## src/rtl/psc_pkg.sv

```systemverilog
// Shared constants and types of the plane segment clipper.
package psc_pkg;

    localparam int FRAC_BITS_DEF   = 16;
    localparam int COORD_WIDTH_DEF = 32;
    localparam int QUEUE_DEPTH     = 4;
    localparam int REG_IDX_W       = 3;
    localparam int NORMAL_Z_RESET  = 65536;

    typedef enum logic [REG_IDX_W-1:0] {
        REG_NORMAL_X = 3'd0,
        REG_NORMAL_Y = 3'd1,
        REG_NORMAL_Z = 3'd2,
        REG_BASE_X   = 3'd3,
        REG_BASE_Y   = 3'd4,
        REG_BASE_Z   = 3'd5
    } reg_idx_t;

    typedef enum logic [1:0] {
        CLS_PASS,
        CLS_REJECT,
        CLS_CROSS
    } seg_cls_t;

    typedef enum logic [2:0] {
        ST_IDLE,
        ST_FIRST,
        ST_DIV,
        ST_MUL,
        ST_SECOND
    } back_state_t;

    typedef struct packed {
        logic full;
        logic empty;
    } q_status_t;

endpackage

```

## src/rtl/psc_queue.sv

```systemverilog
// Short transaction queue between the classify front and the clip back end.
module psc_queue #(
    parameter int WIDTH = 8,
    parameter int DEPTH = psc_pkg::QUEUE_DEPTH
) (
    input  logic                clk,
    input  logic                rst_n,
    input  logic                push,
    input  logic [WIDTH-1:0]    wr_data,
    input  logic                pop,
    output logic [WIDTH-1:0]    rd_data,
    output psc_pkg::q_status_t  status
);

    localparam int AW    = (DEPTH > 1) ? $clog2(DEPTH) : 1;
    localparam int CNT_W = $clog2(DEPTH + 1);

    logic [WIDTH-1:0] mem [DEPTH];
    logic [AW-1:0]    wr_ptr_reg;
    logic [AW-1:0]    rd_ptr_reg;
    logic [CNT_W-1:0] count_reg;

    assign rd_data      = mem[rd_ptr_reg];
    assign status.full  = (count_reg == CNT_W'(DEPTH));
    assign status.empty = (count_reg == '0);

    always_ff @(posedge clk or negedge rst_n)
    begin
        if (!rst_n)
        begin
            wr_ptr_reg <= '0;
            rd_ptr_reg <= '0;
            count_reg  <= '0;
        end
        else
        begin
            if (push)
                wr_ptr_reg <= (wr_ptr_reg == AW'(DEPTH - 1)) ? '0 : wr_ptr_reg + 1'b1;
            if (pop)
                rd_ptr_reg <= (rd_ptr_reg == AW'(DEPTH - 1)) ? '0 : rd_ptr_reg + 1'b1;
            if (push && !pop)
                count_reg <= count_reg + 1'b1;
            else if (pop && !push)
                count_reg <= count_reg - 1'b1;
        end
    end

    always_ff @(posedge clk)
    begin
        if (push)
            mem[wr_ptr_reg] <= wr_data;
    end

endmodule

```

## config.mk

```make
export PLATFORM = sky130hd
export DESIGN_NAME = psc_queue
export DESIGN_NICKNAME = d
export VERILOG_FILES = /design/src/rtl/psc_pkg.sv /design/src/rtl/psc_queue.sv
export SDC_FILE = /design/constraint.sdc
export NUM_CORES = 1
export LEC_CHECK = 0
export BUFFER_PORTS_ARGS = -buffer_cell sky130_fd_sc_hd__clkbuf_2
export CORE_ASPECT_RATIO = 1.1
export CORE_MARGIN = 4
export CORE_UTILIZATION = 57
export CTS_BUF_LIST = sky130_fd_sc_hd__clkbuf_8 sky130_fd_sc_hd__clkbuf_16
export CTS_CLUSTER_DIAMETER = 200
export DETAILED_ROUTE_END_ITERATION = 16
export HOLD_SLACK_MARGIN = 0.02
export PLACE_DENSITY = 0.83
export SETUP_SLACK_MARGIN = 0.4
export SYNTH_ARGS = -nofsm -noshare
export SYNTH_HDL_FRONTEND = slang
export SYNTH_SLANG_ARGS = --single-unit
```

## constraint.sdc

```tcl
create_clock -name clk -period 3.41 [get_ports clk]
set_input_delay 0.8525 -clock clk [delete_from_list [all_inputs] [get_ports clk]]
set_output_delay 0.8525 -clock clk [all_outputs]
set_load 0.01 [all_outputs]
```

* Yosys cells after proc, flatten, opt, wreduce, memory -nomap -nowiden
Memories as Yosys holds them, arrays and structs flattened.
Index checks and enable logic that the tools add are counted.
** Storage, ports and cells
- Bits in writable memories :: 32
- Output and inout port bits :: 10
- Flip-flop bits (word level) :: 7
- Memories kept :: 1
** Operators by class
- Reductions and logical operators :: 6
- Eq/ne operators :: 3
- $add $sub $neg :: 4
- Multiplexer cells :: 6
** Memory list
- mem :: depth 4, width 8, read ports 1, clocked after memory_dff 0, wr ports 1, RTL line psc_queue.sv:18 : logic [WIDTH-1:0] mem [DEPTH];
** Operators with widths (number)
- 2-to-1 mux 3 bit :: 2
- adder 2 x 1 -> 2 bit (second input constant) :: 2
- equality test 2 bit (second input constant) :: 2
- 2-to-1 mux 2 bit :: 2
- adder 3 x 1 -> 3 bit (second input constant) :: 1
- equality test 3 bit (second input constant) :: 1
- logical NOT 3 bit :: 1
- subtractor 3 x 1 -> 3 bit (second input constant) :: 1
- logical AND 1 bit :: 2
- logical NOT 1 bit :: 2
- 2-to-1 mux 1 bit :: 2
- nonzero test 2 bit :: 1

* Depth between registers and ports, before layout
- Word-level depth :: 4
- Depth in mapped cells :: 7
- Gate-level depth less buffers :: 7

* Worst setup path before layout
OpenSTA, ideal clock, no wires.
- Path type :: input to register
- Start :: input pop
- End :: register count_reg[2]
- Stages :: 7
- Library setup time :: 0.079 ns
- Required time :: 3.331 ns
- Data arrival time :: 1.881 ns
- Setup slack :: 1.450 ns
- Path buffers :: 0
- Path through :: inv_1 > ha_1 > inv_1 > fa_1 > xor2_1 > nor2_1 > xor2_1
** Between the ends
- Word-level cells in the longest chain between the ends :: 3
- Elaborated cells between the ends (all ways) :: 5
- Those cells by class :: mux (1); reduce/logical (4)
** Ends and longest elaborated chain
- start, declared :: RTL line psc_queue.sv:10 : input logic pop,
- logical NOT 1 bit :: RTL line psc_queue.sv:41 : if (push && !pop)
- logical AND 1 bit :: RTL line psc_queue.sv:41
- 2-to-1 mux 3 bit or nonzero test 2 bit (tied branches)
- end signal, assigned :: RTL line psc_queue.sv:42 : count_reg <= count_reg + 1'b1;
- end signal, assigned :: RTL line psc_queue.sv:44 : count_reg <= count_reg - 1'b1;
- end, declared :: RTL line psc_queue.sv:21 : logic [CNT_W-1:0] count_reg;
Parallel ways exist; a longest one is shown, timed or not.
A chain may end at the register's enable or synchronous reset.

* Worst setup path after layout
- Start :: register rd_ptr_reg[0]
- End :: output rd_data[3]
** Between the ends
- Word-level cells in the longest chain between the ends :: 1
** Ends and longest elaborated chain
- start, declared :: RTL line psc_queue.sv:20 : logic [AW-1:0] rd_ptr_reg;
- start signal, assigned :: RTL line psc_queue.sv:40 : rd_ptr_reg <= (rd_ptr_reg == AW'(DEPTH - 1)) ? '0 : rd_ptr_reg + 1'b1;
- memory read (4 x 8 bit)
- end, declared :: RTL line psc_queue.sv:11 : output logic [WIDTH-1:0] rd_data,
Every way passes these cells.

==> metrics.txt <==
Rel. slew slack=60.7%; Top Ports=22; area leader, netlist=edfxtp_1; diode count=0; clock tree buffer depth=2; Worst-Skew Late Latency=0.29 ns; core area=2570 sq um; drt pass-1 iters=3; CP startpoint kind=register; total congestion overflow=0; met2 GRT Util=26.6%; Required @ worst endpoint=2.56 ns; # hold bufs at CTS=0; vias in the first global route=854; die width=58.0 um; critical path type=register to primary output; Rows=19; global routing's busiest layer=met2; Largest register FFs=32; Fmax=385 MHz; FF+latch count, synth=39; share of the yosys chip area belonging to registers=72.5%; Mapped Cells=79; GR Util met3=6.61%; Hold WC Path Type=primary input to asynchronous set/reset pin; clock network fraction of total power=21.6%; clk slew on worst S/H paths=0.07 ns; via count=756; die height=63.0 um; drt drc=0; Synth cell types=18; Setup TNS=0 ns; mean area per synthesized cell=19.8 sq um; worst-path fanout max=11; initial antenna violation count=0; status=completed; final wirelength=2470 um; total leakage power=0.679 nW; gr usage total=15.9%; starting density of the core=61.1%; largest net degree at the start of global routing=14; Avg WL per Cell=18.0 um; Post-Syn Nets=98; post-route antenna net violation count=0; MaxCap Viol Count=0; met1 usage=17.3%; minimum clock period=2.60 ns; Root Driver=clkbuf_8; Post-CTS Setup Bufs=0; fin crit share=76.1%; Yosys warnings=0; P per Cell Area=781 nW/um^2; Critical Path End Type=primary output; Tot Pwr=0.00139 W; Final Util=69.5%; sw frac=30.5%; Final #Nets=124; final hold vios=0; top-area cell type share of the netlist area=61.3%; port buffer count=21; RSZ-0062 raised after global routing=false; Int Power=0.000968 W; initial DRC count=17; fin. max-slew vios=0; Synth Cell Area=1570 sq um; Vias/cell=5.52; Critical Path AT=1.74 ns; total CTS buffers=5; number of H-tree levels=2; Fill cells=177; Setup violations, final=0; peak supply drop=0.000569 V; GP Congestion=0.668; clock skew=0.00458 ns; Layout area overhead=13.8%; die area=3650 sq um; dominant cells by area after synthesis=edfxtp_1 61%, mux4_2 11%, dfrtp_1 11%, ha_1 4.8%, and2_1 1.6%; clock sink total=39; TritonCTS clock tree=yes; P_sw=0.000426 W; post_cts resized=0; layout cells sized above 1=36.8%; actual slew at the worst max-slew pin=0.590 ns; Seq pwr share=52.0%; dpl hpwl=1750 um; Comb pwr share=26.4%; first-pass GRT wire length=4080 um
==> area by class of cell <==
class | count | area [sq um] | share of cell area [%]
Inverter | 4 | 15.0 | 0.842
Clock inverter | 3 | 20.0 | 1.12
Sequential cell | 39 | 1140 | 63.7
Clock buffer | 5 | 68.8 | 3.86
Tap cell | 31 | 38.8 | 2.17
Multi-Input combinational cell | 34 | 400 | 22.4
Timing Repair Buffer | 21 | 105 | 5.89
==> cell usage in the layout (no fill, tap or decap) <==
cell and n:
edfxtp_1 32, xor2_1 2, o21ai_0 2, clkbuf_8 5, nor3b_1 1, xnor2_1 1
nand2_1 2, nor3_1 2, nor2_1 2, dfrtp_1 7, ha_1 6, mux2_2 2
a21o_2 1, clkinv_4 1, mux4_2 8, inv_1 4, clkinvlp_4 1, clkbuf_2 21
fa_1 1, and2_1 4, clkinv_1 1
==> power groups by stage <==
stage          Combinational [W]  Sequential (W)  Clock, W
6_report                0.000369        0.000724  0.000301
5_1_grt                 0.000408        0.000741  0.000333
4_1_cts                 0.000378        0.000727  0.000308
3_5_place_dp            0.000379        0.000737         0
3_3_place_gp            0.000361        0.000727         0
2_1_floorplan           0.000309        0.000674         0
==> metal layers <==
metal	vias up	part of all wire, %
li1	352	-
met1	381	38
met2	21	55
met3	2	5.9
met4	0	1.0
met5	-	0
==> path summary, 6_finish.rpt <==
check,from,slack [ns],depth (start not counted),to
hold reg to reg,count_reg[2],0.51,1,count_reg[2]
setup reg to reg,rd_ptr_reg[0],1.99,2,rd_ptr_reg[1]
setup / recovery,rd_ptr_reg[0],0.81,2,rd_data[3]
hold / removal,rst_n,0.39,1,count_reg[0]
max in group asynchronous,rst_n,2.85,1,rd_ptr_reg[0]
min in group clk,count_reg[2],0.51,1,count_reg[2]
==> cells by family (layout without fill, tap and decap cells) <==
family	count (synthesis)	after routing	share of synthesized area (%)
compound gates	3	3	1.20
xor+xnor	3	3	1.68
fa+ha+maj	7	7	6.07
buf+inv	6	33	1.99
flops	39	39	72.5
mux	10	10	12.9
simple gates	11	11	3.67
==> per-stage QoR <==
step,instance area (sq um),hold WS [ns],setup slack (ns),std cells
6_report,1780,0.393,0.813,137
5_1_grt,1780,0.391,0.695,137
4_1_cts,1780,0.393,0.777,137
3_5_place_dp,1700,0.493,1.10,129
3_3_place_gp,1700,0.474,1.12,129
2_1_floorplan,1570,0.456,1.45,79
==> Yosys cell counts <==
master,number
a21o_2,1
xor2_1,2
nor3_1,2
nand2_1,2
edfxtp_1,32
nor3b_1,1
buf_2,1
inv_1,4
nor2_1,2
dfrtp_1,7
mux4_2,8
buf_6,1
mux2_2,2
ha_1,6
fa_1,1
o21ai_0,2
xnor2_1,1
and2_1,4
==> worst max-delay path: stages, from the launching register on <==
cell and delay, ns:
dfrtp_1 0.72, mux4_2 0.59, clkbuf_2 0.15
Note: power is estimated with default switching activity, not from simulation.
